--- config.mk ---
export PLATFORM = sky130hd
export DESIGN_NAME = drr_front
export DESIGN_NICKNAME = d
export VERILOG_FILES = /design/src/hw/rtl/drr_pkg.sv /design/src/hw/rtl/drr_front.sv
export SDC_FILE = /design/constraint.sdc
export NUM_CORES = 1
export LEC_CHECK = 0
export ABC_AREA = 1
export BUFFER_PORTS_ARGS = -buffer_cell sky130_fd_sc_hd__buf_4
export CAP_MARGIN = 20
export CORE_ASPECT_RATIO = 0.9
export CORE_MARGIN = 4
export CORE_UTILIZATION = 52
export CTS_CLUSTER_DIAMETER = 60
export DETAILED_ROUTE_END_ITERATION = 10
export PLACE_DENSITY_LB_ADDON = 0.05
export SYNTH_ARGS = -nofsm -noshare
export SYNTH_HDL_FRONTEND = slang
export SYNTH_SLANG_ARGS = --single-unit
--- constraint.sdc ---
create_clock -name i_clk -period 3.2 [get_ports i_clk]
set_clock_uncertainty 0.1 [all_clocks]
set_input_delay 0.48 -clock i_clk [delete_from_list [all_inputs] [get_ports i_clk]]
set_output_delay 0.48 -clock i_clk [all_outputs]
set_load 0.01 [all_outputs]
--- src/hw/rtl/drr_pkg.sv ---
package drr_pkg;

    localparam int N_FLOWS         = 16;
    localparam int STORE_DEPTH_DEF = 64;

    localparam logic [15:0] QUANTUM_RST = 16'd250;
    localparam logic [6:0]  LIMIT_RST   = 7'd50;

    typedef enum logic {
        OP_ENQ = 1'b0,
        OP_DEQ = 1'b1
    } t_op;

    typedef enum logic [1:0] {
        OC_NONE = 2'd0,
        OC_DEQ  = 2'd1,
        OC_ENQ  = 2'd2,
        OC_DROP = 2'd3
    } t_outcome;

    typedef enum logic {
        CFG_QUANTUM = 1'b0,
        CFG_LIMIT   = 1'b1
    } t_cfg_idx;

    typedef enum logic [2:0] {
        ST_IDLE,
        ST_DISPATCH,
        ST_ENQ_WR,
        ST_PRI_POP,
        ST_VIS_RD,
        ST_VIS_CMP
    } t_state;

    // Classified request word handed from front to engine.
    typedef struct packed {
        t_op         op;
        logic        high;
        logic [3:0]  flow;
        logic [15:0] size;
        logic [15:0] tag;
    } t_req;

    typedef struct packed {
        t_outcome    outcome;
        logic [3:0]  flow;
        logic        high;
        logic [15:0] size;
        logic [15:0] tag;
        logic [4:0]  active;
    } t_res;

endpackage

--- src/hw/rtl/drr_front.sv ---
module drr_front (
    input  logic          i_clk,
    input  logic          i_rst_n,
    input  logic          push,
    output logic          full,
    input  logic          i_req_type,
    input  logic [3:0]    i_flow_id,
    input  logic          i_high_priority,
    input  logic [15:0]   i_pkt_size,
    input  logic [15:0]   i_pkt_tag,
    output logic          o_req_valid,
    output drr_pkg::t_req o_req,
    input  logic          i_req_take
);
    import drr_pkg::*;

    t_req       r_q [2];
    logic       r_wp;
    logic       r_rp;
    logic [1:0] r_cnt;
    t_req       req_in;
    logic       wr;
    logic       rd;

    // Classify: fold the flow into range and tag the operation.
    always_comb begin
        req_in.op   = i_req_type ? OP_DEQ : OP_ENQ;
        req_in.high = i_high_priority;
        req_in.flow = 4'(i_flow_id % N_FLOWS);
        req_in.size = i_pkt_size;
        req_in.tag  = i_pkt_tag;
    end

    assign full        = (r_cnt == 2'd2);
    assign wr          = push && !full;
    assign o_req_valid = (r_cnt != 2'd0);
    assign rd          = o_req_valid && i_req_take;
    assign o_req       = r_q[r_rp];

    always_ff @(posedge i_clk) begin
        if (!i_rst_n) begin
            r_wp  <= 1'b0;
            r_rp  <= 1'b0;
            r_cnt <= 2'd0;
        end else begin
            if (wr) begin
                r_q[r_wp] <= req_in;
                r_wp      <= ~r_wp;
            end
            if (rd) begin
                r_rp <= ~r_rp;
            end
            r_cnt <= r_cnt + 2'(wr) - 2'(rd);
        end
    end

endmodule

==> impl_metrics.py, run 1 <==
metrics = {
    "layout": {
        "fill_cells": 395,
        "syn_to_final_growth_pct": 27.6,
        "layout.nets": 292,
        "antenna_cells": 0,
        "layout-drive-gt1-share_pct": 54.0,
        "final-seq-area_um2": 2380,
        "fin_cells": 322,
        "multi_input_area_um2": 639,
    },
    "routing": {
        "drtIter0Drc": 69,
        "wirelength_um": 5180,
        "routedWlPerCell_um": 16.1,
        "ant_nets": 0,
        "vias_per_cell": 5.01,
        "detail_route.first_pass.iterations": 4,
        "drc": 0,
        "dr_total_vias": 1613,
    },
    "global_route": {
        "grt_pass1_vias": 1704,
        "grt_usage_pct": 14.9,
        "grt_overflow_total": 0,
        "grt_max_degree": 39,
        "grt_pass1_wl_um": 7700,
        "antenna_found_initial": 0,
    },
    "yosys": {
        "ys_warn_count": 0,
        "syn_inst": 156,
        "synth_seq_cells": 81,
        "syn_area_um2": 3080,
        "synth.avg_cell_area_um2": 19.7,
        "synth_most_common_cell": "edfxtp_1",
        "synth_common_cells": "edfxtp_1 (76), mux2_4 (20), mux2_2 (18), nand2_1 (9), nor2_1 (9)",
        "synth-edff-count": 76,
        "ys_types": 14,
        "synthFlopType": "edfxtp_1",
        "yosysTopAreaCellShare_pct": 74.2,
        "syn_nets": 200,
        "synthArstFlopShare_pct": 0,
        "ys_seq_area_share_pct": 77.5,
        "synth_area_leaders": "edfxtp_1 (74%), mux2_4 (9.8%), mux2_2 (6.6%)",
        "yosysTopAreaCell": "edfxtp_1",
    },
    "die": {
        "dieArea_um2": 7210,
        "rows": 26,
        "start_util_pct": 54.0,
        "die_y_um": 81.0,
        "ios": 82,
        "fp.dieW_um": 89.1,
        "core-area_um2": 5690,
    },
    "timing": {
        "hold_viol_final": 0,
        "setup_violations": 0,
        "clock.fmax_ghz": 0.436,
        "slew_viol_final": 0,
        "worst_pin_slew_ns": 0.526,
        "finalSetupTns_ns": 0,
        "fin_crit_ns": 2.29,
        "rsz0062_at_grt": "no",
        "period_share_pct": 71.7,
        "maxSlewHeadroom_pct": 64.9,
    },
    "critical_path": {
        "worstReg2RegStart": "r_cnt[1]",
        "slowest_stage": "dfxtp_2",
        "critPathMostFrequentCell": "buf_4",
        "crit_chain": "buf_4, mux2_2, buf_4",
        "cp_max_fo": 15,
        "cp-start-kind": "flop",
        "slowest_delay_ns": 0.52,
        "critPathKind": "reg -> out",
        "critPathTopFamily": "flip-flops",
        "crit_required_ns": 2.62,
        "rrSetupSlack_ns": 1.40,
        "end_kind": "primary output",
        "cp_num_buf_inv": 2,
        "arrival_ns": 1.71,
        "reg2reg_depth": 10,
        "rr_endpoint": "r_cnt[1]",
    },
    "clock_network": {
        "clockBufferDepth": 2,
        "cts_setup_buffers": 0,
        "htree_num_levels": 3,
        "clock_latency_ns": 0.33,
        "cts_buffers": 9,
        "cts-root-buf": "clkbuf_8",
        "postCtsResizedCells": 0,
        "clock_sinks": 81,
        "cts_tree": "built",
        "hold_buffers": 0,
        "clkTransAtPathRegs_ns": 0.07,
    },
    "power": {
        "p_comb_share_pct": 27.3,
        "cellPowerDensity_nw_per_um2": 667,
        "pwr-share-clk_pct": 21.9,
        "seqPwrFrac_pct": 50.8,
        "peakVddDrop_mv": 0.390,
        "leakage_uw": 0.00153,
        "switching_share_pct": 25.8,
        "switching_power_uw": 675,
        "intPower_uw": 1950,
        "finalPower_uw": 2620,
    },
    "place": {
        "dpl.hpwl_um": 3660,
        "gp_congestion": 0.676,
        "portBuffers": 81,
        "dp.cells": 307,
    },
    "run_status": {
        "status": "finished clean",
    },
    "hold_path": {
        "min-delay-start": "i_pkt_tag[14]",
        "hold_path_class": "in -> reg",
        "holdPathEnd": "r_q[1][14]",
        "hold_path_depth": 1,
    },
    "flow_run": {
        "maxCapViolCount": 0,
    },
}
[logic make-up after synthesis]
| logic type | Yosys count | share of synthesized area, % |
|---|---|---|
| mux | 38 | 16.4 |
| buf+inv | 12 | 2.24 |
| simple gates | 20 | 2.52 |
| flops | 81 | 77.5 |
| fa+ha+maj | 2 | 0.814 |
| compound gates | 3 | 0.610 |
[placed cells by master (no fill, tap or decap), drive strengths merged]
master	netlist	layout
o21ai	2	2
inv	8	8
clkinv	0	1
clkbuf	0	14
nand3	2	2
nand2	9	9
mux2	38	38
ha	2	2
dfxtp	5	5
edfxtp	76	76
nor2	9	9
buf	4	85
a21oi	1	1
[worst max-delay path by stage]
stage / endpoint / slack [ns] / depth (start not counted)
5_1_grt: o_req[0] / 0.80 / 3
2_1_floorplan: r_q[0][0] / 0.51 / 2
3_3_place_gp: o_req[37] / 1.26 / 3
6_report: o_req[37] / 0.91 / 3
4_1_cts: o_req[37] / 0.87 / 3
3_5_place_dp: o_req[0] / 1.24 / 3
[metal layers]
layer	global-route usage, %	share of wire [%]	up-vias
met3	7.30	9.0	4
met4	4.02	0.48	0
li1	-	-	767
met2	26.8	53	54
met5	0	0	-
met1	15.3	37	788
[registers in the layout, summed over array words and instances (netlist names), named ones only]
| signal | cells |
|---|---|
| r_wp | 1 |
| r_q | 76 |
| r_rp | 1 |
| r_cnt | 2 |
[worst register-to-register path, cell delays in order, from the launching register on]
cell     delay [ns]
dfxtp_1        0.36
inv_1          0.10
o21ai_2        0.32
ha_1           0.31
inv_1          0.06
ha_1           0.16
inv_1          0.04
nand2_1        0.07
nand3_1        0.07
nand2_1        0.07
nor2_1         0.04
[through the flow]
stage | util, % | setup WS, ns | hold WS [ns] | area (µm²)
floorplan | - | 0.506 | 0.367 | 3080
global placement | 66.4 | 1.26 | 0.399 | 3780
detailed placement | 66.4 | 1.24 | 0.405 | 3780
CTS | 68.9 | 0.868 | 0.210 | 3930
global route | 68.9 | 0.801 | 0.201 | 3930
finish | 68.9 | 0.906 | 0.227 | 3930
[power groups by stage]
stage          registers [µW]  clock network [µW]  logic (µW)
6_report                 1330                 574         716
5_1_grt                  1340                 634         771
4_1_cts                  1330                 594         731
3_5_place_dp             1350                   0         728
3_3_place_gp             1350                   0         706
2_1_floorplan            1330                   0         445
[area by class of cell]
type | instances | area share [%]
clock buffers | 14 | 3.63
clock inverters | 1 | 0.0956
inverters | 8 | 0.765
multi-input cells | 63 | 16.3
flip-flops and latches | 81 | 60.7
well taps | 70 | 2.23
repair buffers | 85 | 16.3
No activity file was read; power rests on OpenSTA's default activity.
==> run 2: changes to the inputs <==
==> constraint.sdc (replaced) <==
create_clock -name i_clk -period 2.4 [get_ports i_clk]
set_clock_uncertainty 0.1 [all_clocks]
set_input_delay 0.36 -clock i_clk [delete_from_list [all_inputs] [get_ports i_clk]]
set_output_delay 0.36 -clock i_clk [all_outputs]
set_load 0.01 [all_outputs]
==> impl_metrics.py, run 2 (synthesized netlist as in run 1, its figures left out) <==
metrics = {
    "critical_path": {
        "reg2reg_depth": 10,
        "cp_max_fo": 28,
        "worstReg2RegStart": "r_cnt[1]",
        "arrival_ns": 1.62,
        "rrSetupSlack_ns": 0.56,
        "critPathKind": "reg -> out",
        "cp-start-kind": "flop",
        "worstSetupEndpoint": "o_req[6]",
        "crit_required_ns": 1.94,
        "rr_endpoint": "r_cnt[1]",
        "end_kind": "primary output",
    },
    "routing": {
        "wirelength_um": 5170,
        "ant_nets": 0,
        "vias_per_cell": 5.02,
        "routedWlPerCell_um": 16.0,
        "detail_route.first_pass.iterations": 4,
        "dr_total_vias": 1620,
        "drtIter0Drc": 36,
        "drc": 0,
    },
    "clock_network": {
        "clkTransAtPathRegs_ns": 0.07,
        "postCtsResizedCells": 0,
        "clock_sinks": 81,
        "cts_buffers": 9,
        "cts-root-buf": "clkbuf_8",
        "cts_tree": "built",
        "cts_setup_buffers": 0,
        "clockBufferDepth": 2,
        "clock_latency_ns": 0.33,
        "htree_num_levels": 3,
        "hold_buffers": 0,
    },
    "timing": {
        "holdWs_ns": 0.109,
        "clock.fmax_ghz": 0.482,
        "period_share_pct": 86.5,
        "setup_violations": 0,
        "maxSlewHeadroom_pct": 73.3,
        "hold_viol_final": 0,
        "worst_slack_ns": 0.324,
        "slew_viol_final": 0,
        "fin_crit_ns": 2.08,
        "worst_pin_slew_ns": 0.400,
        "rsz0062_at_grt": "no",
    },
    "layout": {
        "regMostFlops": "r_q",
        "final_common_cell": "buf_4",
        "syn_to_final_growth_pct": 29.2,
        "layout-drive-gt1-share_pct": 54.9,
        "layout.nets": 293,
        "largestRegisters": "r_q: 76 flops, r_cnt: 2 flops",
        "largest_reg_flops": 76,
        "post-route-util_pct": 69.8,
        "antenna_cells": 0,
        "final_cell_mix": "buf_4 (85), edfxtp_1 (76), mux2_4 (20), mux2_2 (18)",
    },
    "die": {
        "fp.dieW_um": 89.1,
        "core-area_um2": 5690,
        "die_y_um": 81.0,
        "ios": 82,
        "start_util_pct": 54.0,
        "rows": 26,
        "dieArea_um2": 7210,
    },
    "place": {
        "dpl.hpwl_um": 3800,
        "gp_congestion": 0.646,
        "portBuffers": 81,
        "place_worst_setup_slack_ns": 0.584,
    },
    "hold_path": {
        "hold_path_class": "in -> reg",
    },
    "global_route": {
        "use_met3_pct": 7.00,
        "antenna_found_initial": 0,
        "grt_usage_pct": 14.9,
        "grt_pass1_vias": 1723,
        "met2_usage_pct": 26.3,
        "grt_max_degree": 29,
        "grt_pass1_wl_um": 7770,
        "busiest_layer": "met2",
        "grtUsageMet1_pct": 16.6,
        "grt_overflow_total": 0,
    },
    "power": {
        "cellPowerDensity_nw_per_um2": 910,
        "leakage_uw": 0.00156,
        "peakVddDrop_mv": 0.723,
        "finalPower_uw": 3610,
    },
    "flow_run": {
        "maxCapViolCount": 0,
    },
    "run_status": {
        "status": "finished clean",
    },
}
==> run 2: cell types whose count changed in the layout (fill, tap and decap cells not counted) <==
cell and delta:
clkbuf_1 -5, clkinv_1 +3, buf_12 +1, bufinv_16 +1, clkinv_2 +1
==> run 2: worst min-delay path by stage <==
stage	from	cells after the start	slack, ns	end
6_report	i_pkt_size[4]	1	0.11	r_q[1][20]
5_1_grt	i_pkt_size[10]	1	0.08	r_q[1][26]
4_1_cts	i_pkt_size[2]	1	0.09	r_q[0][18]
3_5_place_dp	r_rp	2	0.42	r_rp
3_3_place_gp	r_rp	2	0.39	r_rp
2_1_floorplan	i_rst_n	2	0.35	r_cnt[0]
==> run 2: critical path: stages (launching register included) <==
cell and delay (ns):
dfxtp_2 0.51, buf_12 0.26, mux2_2 0.36, buf_4 0.14
==> run 2: power by group <==
part	switching (µW)	internal, µW	total [µW]
sequential	68.9	1700	1770
combinational	441	533	974
clock	412	459	871
total	922	2690	3610
==> run 2: area by class of cell <==
class	instances	area, µm²
clock buffer	9	124
clock inverter	6	50.0
fill	373	1720
inverter	8	30.0
multi-input combinational	63	639
sequential	81	2380
tap	70	87.6
timing repair buffer	86	658
==> run 2: metal layers <==
metal / wire, µm / share of wire [%]
met5: 0 / 0
met4: 21 / 0.41
met3: 424 / 8.2
met2: 2730 / 53
met1: 2000 / 39
==> run 2: stage by stage <==
stage / instances / area [µm²] / TNS [ns]
after floorplan: 156 / 3080 / -18.02
after global placement: 308 / 3800 / 0
after detailed placement: 308 / 3800 / 0
after CTS: 323 / 3970 / 0
after global routing: 323 / 3970 / 0
final: 323 / 3970 / 0
==> run 3: changes to the inputs <==
--- a/config.mk
+++ b/config.mk
@@ -8,12 +8,15 @@
 export ABC_AREA = 1
 export BUFFER_PORTS_ARGS = -buffer_cell sky130_fd_sc_hd__buf_4
 export CAP_MARGIN = 20
+export CELL_PAD_IN_SITES_DETAIL_PLACEMENT = 0
+export CELL_PAD_IN_SITES_GLOBAL_PLACEMENT = 1
 export CORE_ASPECT_RATIO = 0.9
 export CORE_MARGIN = 4
-export CORE_UTILIZATION = 52
+export CORE_UTILIZATION = 43
 export CTS_CLUSTER_DIAMETER = 60
 export DETAILED_ROUTE_END_ITERATION = 10
 export PLACE_DENSITY_LB_ADDON = 0.05
+export SETUP_SLACK_MARGIN = 0.5
 export SYNTH_ARGS = -nofsm -noshare
 export SYNTH_HDL_FRONTEND = slang
 export SYNTH_SLANG_ARGS = --single-unit
==> impl_metrics.py, run 3 (synthesized netlist as in run 1, its figures left out) <==
metrics = {
    "global_route": {
        "grt_pass1_vias": 1831,
        "antenna_found_initial": 0,
        "grt_pass1_wl_um": 8730,
        "grt_overflow_total": 0,
        "grt_usage_pct": 13.6,
        "met2_usage_pct": 23.9,
        "busiest_layer": "met2",
        "grtUsageMet1_pct": 15.1,
        "use_met3_pct": 3.70,
        "grt_max_degree": 21,
    },
    "timing": {
        "setup_violations": 0,
        "worst_pin_slew_ns": 0.279,
        "period_share_pct": 78.1,
        "fin_crit_ns": 1.87,
        "worst_slack_ns": 0.527,
        "finalSetupTns_ns": 0,
        "slew_viol_final": 0,
        "clock.fmax_ghz": 0.534,
        "maxSlewHeadroom_pct": 81.3,
        "hold_viol_final": 0,
        "rsz0062_at_grt": "yes",
    },
    "die": {
        "fp.dieW_um": 97.1,
        "ios": 82,
        "start_util_pct": 45.5,
        "die_y_um": 88.2,
        "dieArea_um2": 8570,
        "core-area_um2": 6760,
        "rows": 28,
    },
    "place": {
        "place_worst_setup_slack_ns": 0.600,
        "dpl.hpwl_um": 3870,
        "gp_congestion": 0.652,
        "placed_cell_area_um2": 3830,
        "portBuffers": 81,
    },
    "power": {
        "switching_share_pct": 26.5,
        "leakage_uw": 0.00160,
        "p_comb_share_pct": 27.9,
        "peakVddDrop_mv": 0.484,
        "intPower_uw": 2770,
        "cellPowerDensity_nw_per_um2": 921,
        "pwr-share-clk_pct": 25.3,
        "finalPower_uw": 3770,
        "switching_power_uw": 1000,
        "seqPwrFrac_pct": 46.9,
    },
    "critical_path": {
        "worstReg2RegStart": "r_cnt[1]",
        "critPathTopFamily": "flip-flops",
        "rrSetupSlack_ns": 0.69,
        "rr_endpoint": "r_cnt[1]",
        "reg2reg_depth": 8,
        "cp_num_buf_inv": 2,
        "slowest_stage": "dfxtp_4",
        "arrival_ns": 1.41,
        "cp_max_fo": 11,
        "end_kind": "primary output",
        "cp-start-kind": "flop",
        "slowest_delay_ns": 0.42,
        "crit_required_ns": 1.94,
        "critPathKind": "reg -> out",
        "crit_chain": "buf_12, mux2_2, buf_4",
    },
    "layout": {
        "final_common_cell": "buf_4",
        "syn_to_final_growth_pct": 33.1,
        "layout-drive-gt1-share_pct": 56.8,
        "design_area_um2": 4090,
        "largestRegisters": "r_q: 76 flops, r_cnt: 2 flops",
        "final_cell_mix": "buf_4 (85), edfxtp_1 (76), mux2_4 (23), mux2_2 (15)",
        "layout.nets": 296,
        "antenna_cells": 0,
        "regMostFlops": "r_q",
        "largest_reg_flops": 76,
        "fill_cells": 508,
    },
    "clock_network": {
        "cts-root-buf": "clkbuf_8",
        "clkTransAtPathRegs_ns": 0.08,
        "htree_num_levels": 3,
        "clock_latency_ns": 0.33,
        "cts_tree": "built",
        "clockBufferDepth": 2,
        "cts_buffers": 9,
        "clock_sinks": 81,
    },
    "hold_path": {
        "hold_path_depth": 1,
        "min-delay-start": "i_pkt_size[7]",
        "holdPathEnd": "r_q[1][23]",
        "hold_path_class": "in -> reg",
    },
    "routing": {
        "vias_per_cell": 4.66,
        "dr_total_vias": 1616,
        "wirelength_um": 5510,
        "routedWlPerCell_um": 15.9,
        "ant_nets": 0,
        "detail_route.first_pass.iterations": 4,
        "drtIter0Drc": 58,
        "drc": 0,
    },
    "run_status": {
        "status": "finished clean",
    },
    "flow_run": {
        "maxCapViolCount": 0,
    },
}
run 3: power groups by stage:
stage	clock, µW	combinational [µW]	sequential, µW
floorplan	0	596	1770
global route	1060	1130	1780
detailed placement	0	995	1800
finish	953	1050	1770
global placement	0	968	1790
CTS	988	1050	1770
run 3: worst max-delay path by stage:
| stage | to | depth (start not counted) |
|---|---|---|
| floorplan | r_q[1][0] | 3 |
| global placement | r_cnt[1] | 10 |
| detailed placement | r_cnt[1] | 8 |
| CTS | o_req[8] | 3 |
| global route | o_req[8] | 3 |
| finish | o_req[13] | 3 |
run 3: what timing repair did:
action | CTS | global route
pin swaps | 0 | 0
gates cloned | 1 | 0
setup endpoints to repair | 32 | 19
hold buffers | 0 | 0
gates resized for setup | 3 | 6
setup buffers | 1 | 0
run 3: worst reg2reg max path, cell delays in order (launching register included):
cell,delay (ns)
dfxtp_1,0.35
inv_1,0.10
o21ai_4,0.26
ha_1,0.30
inv_1,0.06
ha_1,0.15
nand2_1,0.08
a21oi_1,0.16
nor2_1,0.06
run 3: layer usage:
| metal | share of wire (%) | vias up |
|---|---|---|
| met5 | 0 | - |
| met4 | 1.4 | 0 |
| met3 | 5.5 | 7 |
| met2 | 52 | 51 |
| met1 | 41 | 778 |
| li1 | - | 780 |
run 3: final cells by class:
type	instances	area [µm²]	share of cell area [%]
clock buffer	9	124	3.03
clock inverter	7	71.3	1.74
inverter	8	30.0	0.733
multi-input combinational	63	658	16.1
sequential	81	2390	58.3
tap	90	113	2.75
timing repair buffer	89	712	17.4
run 3: stage by stage:
step | hold slack (ns) | utilization [%] | cells
after floorplan | 0.353 | - | 156
after global placement | 0.390 | 56.7 | 329
final | 0.104 | 60.5 | 347
after global routing | 0.0741 | 60.5 | 347
after detailed placement | 0.401 | 56.7 | 329
after CTS | 0.0767 | 60.2 | 347
